**src/tsp_pkg.sv**
```systemverilog
package tsp_pkg;

  localparam int unsigned LineMaxDefault = 4096;

  localparam logic [2:0] PH_TEXT   = 3'd0;
  localparam logic [2:0] PH_IAC    = 3'd1;
  localparam logic [2:0] PH_VERB   = 3'd2;
  localparam logic [2:0] PH_SBOPT  = 3'd3;
  localparam logic [2:0] PH_SUB    = 3'd4;
  localparam logic [2:0] PH_SUBIAC = 3'd5;
  localparam logic [2:0] PH_CR     = 3'd6;

  localparam logic [7:0] B_IAC  = 8'hFF;
  localparam logic [7:0] B_SE   = 8'hF0;
  localparam logic [7:0] B_SB   = 8'hFA;
  localparam logic [7:0] B_WILL = 8'hFB;
  localparam logic [7:0] B_WONT = 8'hFC;
  localparam logic [7:0] B_DO   = 8'hFD;
  localparam logic [7:0] B_DONT = 8'hFE;
  localparam logic [7:0] B_NAWS = 8'h1F;
  localparam logic [7:0] B_DEL  = 8'h7F;
  localparam logic [7:0] B_CR   = 8'h0D;
  localparam logic [7:0] B_LF   = 8'h0A;
  localparam logic [7:0] B_BS   = 8'h08;
  localparam logic [7:0] B_SP   = 8'h20;

  localparam logic [0:0] REG_CANON = 1'd0;
  localparam logic [0:0] REG_MASK  = 1'd1;

  typedef enum logic [2:0] {
    KIND_DATA   = 3'd0,
    KIND_LINE   = 3'd1,
    KIND_ERASE  = 3'd2,
    KIND_TX     = 3'd3,
    KIND_WIN    = 3'd4,
    KIND_SUBB   = 3'd5,
    KIND_SUBEND = 3'd6
  } kind_e;

  typedef struct packed {
    logic [2:0]  kind;
    logic [7:0]  value;
    logic [7:0]  option_code;
    logic [15:0] win_width;
    logic [15:0] win_height;
  } res_t;

  // Classified job handed from front to back
  typedef struct packed {
    logic [2:0] n;
    res_t       r0;
    res_t       r1;
    res_t       r2;
    res_t       r3;
  } job_t;

  function automatic res_t mk(logic [2:0] k, logic [7:0] v, logic [7:0] o,
                              logic [15:0] w, logic [15:0] h);
    res_t r;
    r.kind = k;
    r.value = v;
    r.option_code = o;
    r.win_width = w;
    r.win_height = h;
    return r;
  endfunction

endpackage

```
**src/tsp_if.sv**
```systemverilog
interface tsp_in_if;
  logic       valid;
  logic       ready;
  logic [7:0] rx_byte;
  modport source (output valid, rx_byte, input ready);
  modport sink (input valid, rx_byte, output ready);
endinterface

interface tsp_out_if;
  logic        valid;
  logic        ready;
  logic [2:0]  kind;
  logic [7:0]  value;
  logic [7:0]  option_code;
  logic [15:0] win_width;
  logic [15:0] win_height;
  logic        last;
  modport source (output valid, kind, value, option_code, win_width, win_height, last,
                  input ready);
  modport sink (input valid, kind, value, option_code, win_width, win_height, last,
                output ready);
endinterface

interface tsp_cfg_if;
  logic       valid;
  logic       ready;
  logic [0:0] index;
  logic [7:0] data;
  modport source (output valid, index, data, input ready);
  modport sink (input valid, index, data, output ready);
endinterface

```
**src/tsp_front.sv**
```systemverilog
module tsp_front #(
  parameter int unsigned LineMax = tsp_pkg::LineMaxDefault,
  localparam int unsigned LenW = $clog2(LineMax + 1)
) (
  input  logic             clk_i,
  input  logic             rst_ni,
  input  logic             canon_i,
  input  logic [3:0]       mask_i,
  input  logic             fire_i,
  input  logic [7:0]       b_i,
  output tsp_pkg::job_t    job_o
);
  logic [2:0]  ph_q, ph_d;
  logic [1:0]  verb_q, verb_d;
  logic [7:0]  sopt_q, sopt_d;
  logic [2:0]  scnt_q, scnt_d;
  logic [31:0] win_q, win_d;
  logic [LenW-1:0] len_q, len_d;
  logic [3:0]  loc_q, loc_d, rem_q, rem_d;

  tsp_pkg::res_t rs [4];
  logic [2:0] n;

  always_comb begin
    logic [3:0] bit_v;
    logic [7:0] sb;
    logic       do_sub;
    ph_d = ph_q; verb_d = verb_q; sopt_d = sopt_q; scnt_d = scnt_q;
    win_d = win_q; len_d = len_q; loc_d = loc_q; rem_d = rem_q;
    n = 3'd0;
    for (int i = 0; i < 4; i++) rs[i] = '0;
    do_sub = 1'b0;
    sb = b_i;
    unique case (b_i)
      8'h00:   bit_v = 4'b0001;
      8'h01:   bit_v = 4'b0010;
      tsp_pkg::B_NAWS: bit_v = 4'b0100;
      8'h03:   bit_v = 4'b1000;
      default: bit_v = 4'b0000;
    endcase
    unique case (ph_q)
      tsp_pkg::PH_IAC: begin
        ph_d = tsp_pkg::PH_TEXT;
        if (b_i >= tsp_pkg::B_WILL && b_i <= tsp_pkg::B_DONT) begin
          verb_d = 2'(b_i - tsp_pkg::B_WILL);
          ph_d = tsp_pkg::PH_VERB;
        end else if (b_i == tsp_pkg::B_SB) begin
          ph_d = tsp_pkg::PH_SBOPT;
        end else if (b_i == tsp_pkg::B_IAC) begin
          if (canon_i && len_q < LenW'(LineMax)) len_d = len_q + 1'b1;
          rs[0] = tsp_pkg::mk(tsp_pkg::KIND_DATA, tsp_pkg::B_IAC, '0, '0, '0);
          n = 3'd1;
        end
      end
      tsp_pkg::PH_VERB: begin
        ph_d = tsp_pkg::PH_TEXT;
        rs[0] = tsp_pkg::mk(tsp_pkg::KIND_TX, tsp_pkg::B_IAC, '0, '0, '0);
        rs[2] = tsp_pkg::mk(tsp_pkg::KIND_TX, b_i, '0, '0, '0);
        rs[1] = tsp_pkg::mk(tsp_pkg::KIND_TX, tsp_pkg::B_WONT, '0, '0, '0);
        n = 3'd3;
        case (verb_q)
          2'd0: begin
            rem_d = rem_q | bit_v;
            rs[1].value = (bit_v != 0) ? tsp_pkg::B_DO : tsp_pkg::B_DONT;
          end
          2'd1: begin
            rem_d = rem_q & ~bit_v;
            rs[1].value = tsp_pkg::B_DONT;
          end
          2'd2: begin
            if ((bit_v & mask_i) != 0) begin
              loc_d = loc_q | bit_v;
              rs[1].value = tsp_pkg::B_WILL;
            end
          end
          default: loc_d = loc_q & ~bit_v;
        endcase
      end
      tsp_pkg::PH_SBOPT: begin
        sopt_d = b_i; scnt_d = '0; win_d = '0; ph_d = tsp_pkg::PH_SUB;
      end
      tsp_pkg::PH_SUB: begin
        if (b_i == tsp_pkg::B_IAC) ph_d = tsp_pkg::PH_SUBIAC;
        else do_sub = 1'b1;
      end
      tsp_pkg::PH_SUBIAC: begin
        ph_d = tsp_pkg::PH_SUB;
        if (b_i == tsp_pkg::B_SE) begin
          if (sopt_q == tsp_pkg::B_NAWS)
            rs[0] = tsp_pkg::mk(tsp_pkg::KIND_WIN, '0, '0, win_q[31:16], win_q[15:0]);
          else
            rs[0] = tsp_pkg::mk(tsp_pkg::KIND_SUBEND, '0, sopt_q, '0, '0);
          n = 3'd1;
          scnt_d = '0; win_d = '0; ph_d = tsp_pkg::PH_TEXT;
        end else if (b_i == tsp_pkg::B_IAC) begin
          do_sub = 1'b1;
        end
      end
      tsp_pkg::PH_CR: begin
        ph_d = tsp_pkg::PH_TEXT;
        if (b_i == 8'h00 || b_i == tsp_pkg::B_LF) begin
          len_d = '0;
          rs[0] = tsp_pkg::mk(tsp_pkg::KIND_LINE, '0, '0, '0, '0);
          n = 3'd1;
        end
      end
      default: begin
        ph_d = tsp_pkg::PH_TEXT;
        if (b_i == tsp_pkg::B_IAC) begin
          ph_d = tsp_pkg::PH_IAC;
        end else if (b_i == tsp_pkg::B_SB) begin
          ph_d = tsp_pkg::PH_TEXT;
        end else if (canon_i && (b_i < tsp_pkg::B_SP || b_i >= tsp_pkg::B_DEL)) begin
          if (b_i == tsp_pkg::B_CR) begin
            ph_d = tsp_pkg::PH_CR;
          end else if (b_i == tsp_pkg::B_DEL && len_q != '0) begin
            len_d = len_q - 1'b1;
            rs[0] = tsp_pkg::mk(tsp_pkg::KIND_ERASE, '0, '0, '0, '0);
            rs[1] = tsp_pkg::mk(tsp_pkg::KIND_TX, tsp_pkg::B_BS, '0, '0, '0);
            rs[2] = tsp_pkg::mk(tsp_pkg::KIND_TX, tsp_pkg::B_SP, '0, '0, '0);
            rs[3] = tsp_pkg::mk(tsp_pkg::KIND_TX, tsp_pkg::B_BS, '0, '0, '0);
            n = 3'd4;
          end
        end else begin
          if (canon_i && len_q < LenW'(LineMax)) len_d = len_q + 1'b1;
          rs[0] = tsp_pkg::mk(tsp_pkg::KIND_DATA, b_i, '0, '0, '0);
          rs[1] = tsp_pkg::mk(tsp_pkg::KIND_TX, b_i, '0, '0, '0);
          n = loc_q[1] ? 3'd2 : 3'd1;
        end
      end
    endcase
    if (do_sub) begin
      if (sopt_q == tsp_pkg::B_NAWS) begin
        if (scnt_q < 3'd4) begin
          unique case (scnt_q[1:0])
            2'd0: win_d[31:24] = sb;
            2'd1: win_d[23:16] = sb;
            2'd2: win_d[15:8]  = sb;
            default: win_d[7:0] = sb;
          endcase
          scnt_d = scnt_q + 1'b1;
        end
      end else begin
        rs[0] = tsp_pkg::mk(tsp_pkg::KIND_SUBB, sb, sopt_q, '0, '0);
        n = 3'd1;
      end
    end
  end

  assign job_o = '{n: n, r0: rs[0], r1: rs[1], r2: rs[2], r3: rs[3]};

  always_ff @(posedge clk_i or negedge rst_ni) begin
    if (!rst_ni) begin
      ph_q <= tsp_pkg::PH_TEXT; verb_q <= '0; sopt_q <= '0; scnt_q <= '0;
      win_q <= '0; len_q <= '0; loc_q <= '0; rem_q <= '0;
    end else if (fire_i) begin
      ph_q <= ph_d; verb_q <= verb_d; sopt_q <= sopt_d; scnt_q <= scnt_d;
      win_q <= win_d; len_q <= len_d; loc_q <= loc_d; rem_q <= rem_d;
    end
  end
endmodule

```
**src/tsp_back.sv**
```systemverilog
module tsp_back (
  input  logic           clk_i,
  input  logic           rst_ni,
  input  logic           push_i,
  input  tsp_pkg::job_t  job_i,
  output logic           full_o,
  tsp_out_if.source      out
);
  // two-entry job queue, then result sequencer
  tsp_pkg::job_t q_q [2];
  logic          wp_q, rp_q;
  logic [1:0]    cnt_q;
  logic [1:0]    idx_q;
  tsp_pkg::job_t hd;
  tsp_pkg::res_t r;
  logic          busy;
  logic          pop, take;

  assign hd = q_q[rp_q];
  assign full_o = (cnt_q == 2'd2);
  assign busy = (cnt_q != 2'd0);
  assign out.valid = busy;
  assign take = out.valid && out.ready;
  assign pop = take && ({1'b0, idx_q} + 3'd1 == hd.n);

  always_comb begin
    case (idx_q)
      2'd0: r = hd.r0;
      2'd1: r = hd.r1;
      2'd2: r = hd.r2;
      default: r = hd.r3;
    endcase
  end
  assign out.kind = r.kind;
  assign out.value = r.value;
  assign out.option_code = r.option_code;
  assign out.win_width = r.win_width;
  assign out.win_height = r.win_height;
  assign out.last = ({1'b0, idx_q} + 3'd1 == hd.n);

  always_ff @(posedge clk_i) begin
    if (push_i) q_q[wp_q] <= job_i;
  end

  always_ff @(posedge clk_i or negedge rst_ni) begin
    if (!rst_ni) begin
      wp_q <= 1'b0; rp_q <= 1'b0; cnt_q <= '0; idx_q <= '0;
    end else begin
      if (push_i) wp_q <= ~wp_q;
      if (pop) begin
        rp_q <= ~rp_q;
        idx_q <= '0;
      end else if (take) begin
        idx_q <= idx_q + 1'b1;
      end
      cnt_q <= cnt_q + {1'b0, push_i} - {1'b0, pop};
    end
  end
endmodule

```
**src/telnet_stream_parser.sv**
```systemverilog
// Telnet receive parser: front end classifies bytes, back end sequences results.
// Each accepted byte's job is registered in the back-end job queue before its results reach the output.
// Throughput: one input byte per cycle while the job queue is not full; one result per
// cycle while the result port is ready. A byte yields 0 to 4 results.
// Reset: asynchronous, active low; text phase, flags cleared, canonical mode, mask 4'hF.
module telnet_stream_parser #(
  parameter int unsigned LineMax = tsp_pkg::LineMaxDefault
) (
  input  logic       clk_i,
  input  logic       rst_ni,
  tsp_in_if.sink     in,
  tsp_cfg_if.sink    cfg,
  tsp_out_if.source  out
);
  logic          canon_q;
  logic [3:0]    mask_q;
  tsp_pkg::job_t job;
  logic          full, fire, push;

  assign cfg.ready = 1'b1;
  assign in.ready = !full;
  assign fire = in.valid && in.ready;
  assign push = fire && (job.n != 3'd0);

  always_ff @(posedge clk_i or negedge rst_ni) begin
    if (!rst_ni) begin
      canon_q <= 1'b1;
      mask_q  <= 4'hF;
    end else if (cfg.valid) begin
      case (cfg.index)
        tsp_pkg::REG_CANON: canon_q <= cfg.data[0];
        default:            mask_q  <= cfg.data[3:0];
      endcase
    end
  end

  tsp_front #(.LineMax(LineMax)) u_front (
    .clk_i, .rst_ni, .canon_i(canon_q), .mask_i(mask_q),
    .fire_i(fire), .b_i(in.rx_byte), .job_o(job)
  );

  tsp_back u_back (
    .clk_i, .rst_ni, .push_i(push), .job_i(job), .full_o(full), .out(out)
  );
endmodule

```
**src/flat_wrapper.sv**
```systemverilog
// flat-port wrapper written by rule: the top's interface ports become plain ports
module telnet_stream_parser_flat 
#(
  parameter int unsigned LineMax = tsp_pkg::LineMaxDefault
)
  (clk_i, rst_ni, in_valid, in_rx_byte, in_ready, cfg_valid, cfg_index, cfg_data, cfg_ready, out_valid, out_kind, out_value, out_option_code, out_win_width, out_win_height, out_last, out_ready);
  tsp_in_if in_i ();
  tsp_cfg_if cfg_i ();
  tsp_out_if out_i ();
  input  logic clk_i;
  input  logic rst_ni;
  input wire logic [$bits(in_i.valid)-1:0] in_valid;
  input wire logic [$bits(in_i.rx_byte)-1:0] in_rx_byte;
  output wire logic [$bits(in_i.ready)-1:0] in_ready;
  input wire logic [$bits(cfg_i.valid)-1:0] cfg_valid;
  input wire logic [$bits(cfg_i.index)-1:0] cfg_index;
  input wire logic [$bits(cfg_i.data)-1:0] cfg_data;
  output wire logic [$bits(cfg_i.ready)-1:0] cfg_ready;
  output wire logic [$bits(out_i.valid)-1:0] out_valid;
  output wire logic [$bits(out_i.kind)-1:0] out_kind;
  output wire logic [$bits(out_i.value)-1:0] out_value;
  output wire logic [$bits(out_i.option_code)-1:0] out_option_code;
  output wire logic [$bits(out_i.win_width)-1:0] out_win_width;
  output wire logic [$bits(out_i.win_height)-1:0] out_win_height;
  output wire logic [$bits(out_i.last)-1:0] out_last;
  input wire logic [$bits(out_i.ready)-1:0] out_ready;
  assign in_i.valid = in_valid;
  assign in_i.rx_byte = in_rx_byte;
  assign in_ready = in_i.ready;
  assign cfg_i.valid = cfg_valid;
  assign cfg_i.index = cfg_index;
  assign cfg_i.data = cfg_data;
  assign cfg_ready = cfg_i.ready;
  assign out_valid = out_i.valid;
  assign out_kind = out_i.kind;
  assign out_value = out_i.value;
  assign out_option_code = out_i.option_code;
  assign out_win_width = out_i.win_width;
  assign out_win_height = out_i.win_height;
  assign out_last = out_i.last;
  assign out_i.ready = out_ready;
  telnet_stream_parser #(.LineMax(LineMax)) u_core (.clk_i(clk_i), .rst_ni(rst_ni), .in(in_i), .cfg(cfg_i), .out(out_i));
endmodule
```
**config.mk**
```make
export PLATFORM = sky130hd
export DESIGN_NAME = telnet_stream_parser_flat
export DESIGN_NICKNAME = d
export VERILOG_FILES = /design/src/tsp_pkg.sv /design/src/tsp_if.sv /design/src/tsp_front.sv /design/src/tsp_back.sv /design/src/telnet_stream_parser.sv /design/src/flat_wrapper.sv
export SDC_FILE = /design/constraint.sdc
export NUM_CORES = 1
export LEC_CHECK = 0
export BUFFER_PORTS_ARGS = -buffer_cell sky130_fd_sc_hd__buf_4
export CAP_MARGIN = 20
export CORE_AREA = 2 2 135 137
export DETAILED_ROUTE_END_ITERATION = 8
export DIE_AREA = 0 0 137 139
export PLACE_DENSITY = 0.78
export SLEW_MARGIN = 0
export SYNTH_ARGS = -nofsm -noshare
export SYNTH_HDL_FRONTEND = slang
export SYNTH_SLANG_ARGS = --single-unit
```
**constraint.sdc**
```tcl
create_clock -name clk_i -period 9.6 [get_ports clk_i]
set_input_delay 0 -clock clk_i [delete_from_list [all_inputs] [get_ports clk_i]]
set_output_delay 0 -clock clk_i [all_outputs]
set_load 0.01 [all_outputs]
```
==> metrics.md <==
| Metric | Value |
|---|---|
| Status | finished clean |
| CTS Sinks | 219 |
| CTS buffer count | 22 |
| Iter 0 DRT Violations | 807 |
| Clk_lat worst skew | 0.50 ns |
| Final #Nets | 1000 |
| Post-synth design cell area | 10400 um2 |
| CP max stage delay | 0.74 ns |
| H-tree depth | 1 |
| Critical-path top delay cell | buf_4 |
| Via count | 7219 |
| Post-cts gate resize count | 0 |
| Num ports | 77 |
| Worst min path class | primary input to register |
| Hold buffers post-CTS | 21 |
| Slew headroom | 26.8% |
| First-pass DRT Iterations | 6 |
| CTS root buf | clkbuf_16 |
| # port buffers | 71 |
| CTS clk-pin slew, worst paths | 0.07 ns |
| Residual DRC | 0 |
| Die area | 19000 um2 |
| Fmax | 0.270 GHz |
| Sw frac | 33.7% |
| Final Slew Violations | 0 |
| Die Width | 137 um |
| Final antenna-violating net count | 0 |
| Max-capacitance violation count | 0 |
| TritonCTS clock tree | built |
| CP Capture Type | register |
| Post-Syn Instances | 890 |
| Net Count, Synth | 929 |
| Gr usage total | 23.9% |
| Worst Setup Start Kind | primary input |
| Worst vdd ir | 0.219 mV |
| Hold Violations, Final | 0 |
| Cell Chain, Critical Path | dlygate4sd3_1, buf_4, inv_1, ha_1, nor3b_1, o21ai_0, a221oi_1, a211o_1, o41ai_4, nor2_4, buf_4 |
| Top-area cell type share of the netlist area | 42.3% |
| Clk buf depth | 3 |
| Vias in the first global route | 7097 |
| Register area | 6220 um2 |
| Worst Skew | 0.0140 ns |
| Hold slack final | 0.203 ns |
| Fill cell count | 1285 |
| Final min period | 3.70 ns |
| GPL Wtd Cong | 0.933 |
| Synth cell types | 72 |
| Most frequent cell after synthesis | edfxtp_1 |
| Crit path top cell by count | buf_4 |
| Top post-synthesis cells by count | edfxtp_1 (146), nand2_1 (113), nor2_1 (74) |
| Warnings, synthesis | 0 |
| Final setup vio count | 0 |
| Critical path required time | 9.71 ns |
| Leak pwr | 0.00480 uW |
| WL final | 22300 um |
| Initial antenna violation count | 0 |
| Footprint of the multi-input gates | 3850 um2 |
| Vias per std cell | 5.99 |
| R2R setup slack | 6.25 ns |
| Clock power share | 24.7% |
| Combinational Power Share | 33.8% |
| Row cnt | 49 |
| DR WL/cell | 18.5 um |
| Crit Path Max Fanout | 73 |
| Final cycle utilization of the critical path | 38.6% |
| Pwr Density | 285 nW/um2 |
| Main synth FF type | edfxtp_1 |
| Seq/Total Area, Yosys | 60.0% |
| Initial core utilization | 58.7% |
| Pint | 2260 uW |
| Post-CTS Setup Inserts | 0 |
| EDFF count, synth | 146 |
| Async S/R FF share, synth | 33.3% |
| Crit path kind | primary input to register |
| Syn avg cell area | 11.6 um2 |
| Diode count | 0 |
| Critical Path AT | 3.82 ns |
| GR Overflow Total | 0 |
| Sequential share of power | 41.4% |
| Core area | 17700 um2 |
| Largest net degree at the start of global routing | 74 |
| Switching pwr | 1150 uW |
| RSZ-0062 raised after global routing | false |
| Share of post-route cells with drive strength above 1 | 16.5% |
| #FFs+latches synth | 219 |
| Post-route setup TNS | 0 ns |
| Area leader, netlist | edfxtp_1 |
| DP HPWL | 13500 um |
| Global-route wire length before repair | 36100 um |
| Main area contributors after synthesis | edfxtp_1 (42%), dfrtp_1 (16%), mux2i_1 (4.5%) |
| Die Y | 139 um |
| Synthesis-to-layout area growth | 15.6% |
| Worst-Margin Slew | 1.10 ns |
==> final cells by class <==
class / instances / area share, %
Tap cell: 229 / 2.39
Timing Repair Buffer: 102 / 6.83
Clock inverter: 16 / 1.14
Clock buffer: 24 / 4.92
Inverter: 20 / 0.627
Sequential cell: 219 / 51.9
Multi-Input combinational cell: 596 / 32.2
==> path summary, 6_finish.rpt <==
check	from	end	depth (start not counted)
worst min register to register	u_core.u_front.win_q[30]	u_core.u_front.win_q[30]	1
worst min-delay path	in_valid	u_core.u_back.wp_q	4
max in group asynchronous	rst_ni	u_core.u_front.win_q[11]	3
min in group asynchronous	rst_ni	u_core.u_back.cnt_q[1]	3
worst max register to register	u_core.u_front.ph_q[0]	u_core.u_back.q_q[0][157]	6
worst max-delay path	in_rx_byte[1]	u_core.u_back.q_q[0][157]	11
==> cell usage in the layout (no fill, tap or decap), types with 17 or more instances in the layout <==
cell type	Yosys	final
mux2i_1	47	47
dfrtp_1	68	67
inv_1	20	20
nor2_1	74	72
ha_1	17	17
and2_1	54	54
clkbuf_16	0	23
mux2_2	18	18
o21ai_0	47	47
dlygate4sd3_1	0	21
edfxtp_1	146	146
a222oi_1	17	17
buf_4	1	80
nand2_1	113	113
==> metrics by stage <==
step                power (uW)  util [%]  std cells  area (um2)  setup slack (ns)
floorplan                 2160         -        890       10400              4.36
global placement          2540      62.4       1141       11000              6.06
detailed placement        2580      62.4       1142       11000              6.00
CTS                       3420      67.7       1203       12000              5.94
global route              3600      67.8       1206       12000              5.63
finish                    3410      67.8       1206       12000              5.90
==> flip-flops by register name (all words and copies together), names as in the netlist, 3 cells and up, named ones only <==
| register | count |
|---|---|
| u_core.u_front.scnt_q | 3 |
| u_core.mask_q | 4 |
| u_core.u_front.sopt_q | 8 |
| u_core.u_back.q_q | 146 |
| u_core.u_front.len_q | 13 |
| u_core.u_front.win_q | 32 |
| u_core.u_front.ph_q | 3 |
==> cell families (layout without fill, tap and decap cells) <==
kind of cell,after synthesis,after routing,synth area share [%]
AND/OR/NAND/NOR,340,340,16.4
flip-flops,219,219,60.0
AO/OA/AOI/OAI,161,161,10.9
buffers and inverters,75,162,2.94
multiplexers,66,66,6.72
adder cells (fa/ha/maj),17,17,2.05
XOR/XNOR,11,11,0.930
other,1,1,0.0362
==> routing by layer <==
| metal | GRT usage, % | part of all wire [%] |
|---|---|---|
| met5 | 0 | 0 |
| met4 | 6.89 | 1.6 |
| met3 | 2.70 | 6.8 |
| met2 | 39.6 | 50 |
| met1 | 33.3 | 42 |
==> power groups by stage <==
stage / sequential (uW) / combinational (uW) / clock [uW]
after floorplan: 1350 / 807 / 0
after global placement: 1420 / 1120 / 0
after detailed placement: 1430 / 1140 / 0
after CTS: 1420 / 1160 / 853
after global routing: 1440 / 1270 / 895
final: 1420 / 1150 / 845
==> critical path: cells and delay by family <==
family	cells	cell delay, ns
buffers and inverters	4	1.67
and+or+nand+nor	2	0.46
adders and majority gates	1	0.30
AOI/OAI and AO/OA	4	1.29
Power figures use the tool's default switching activity.
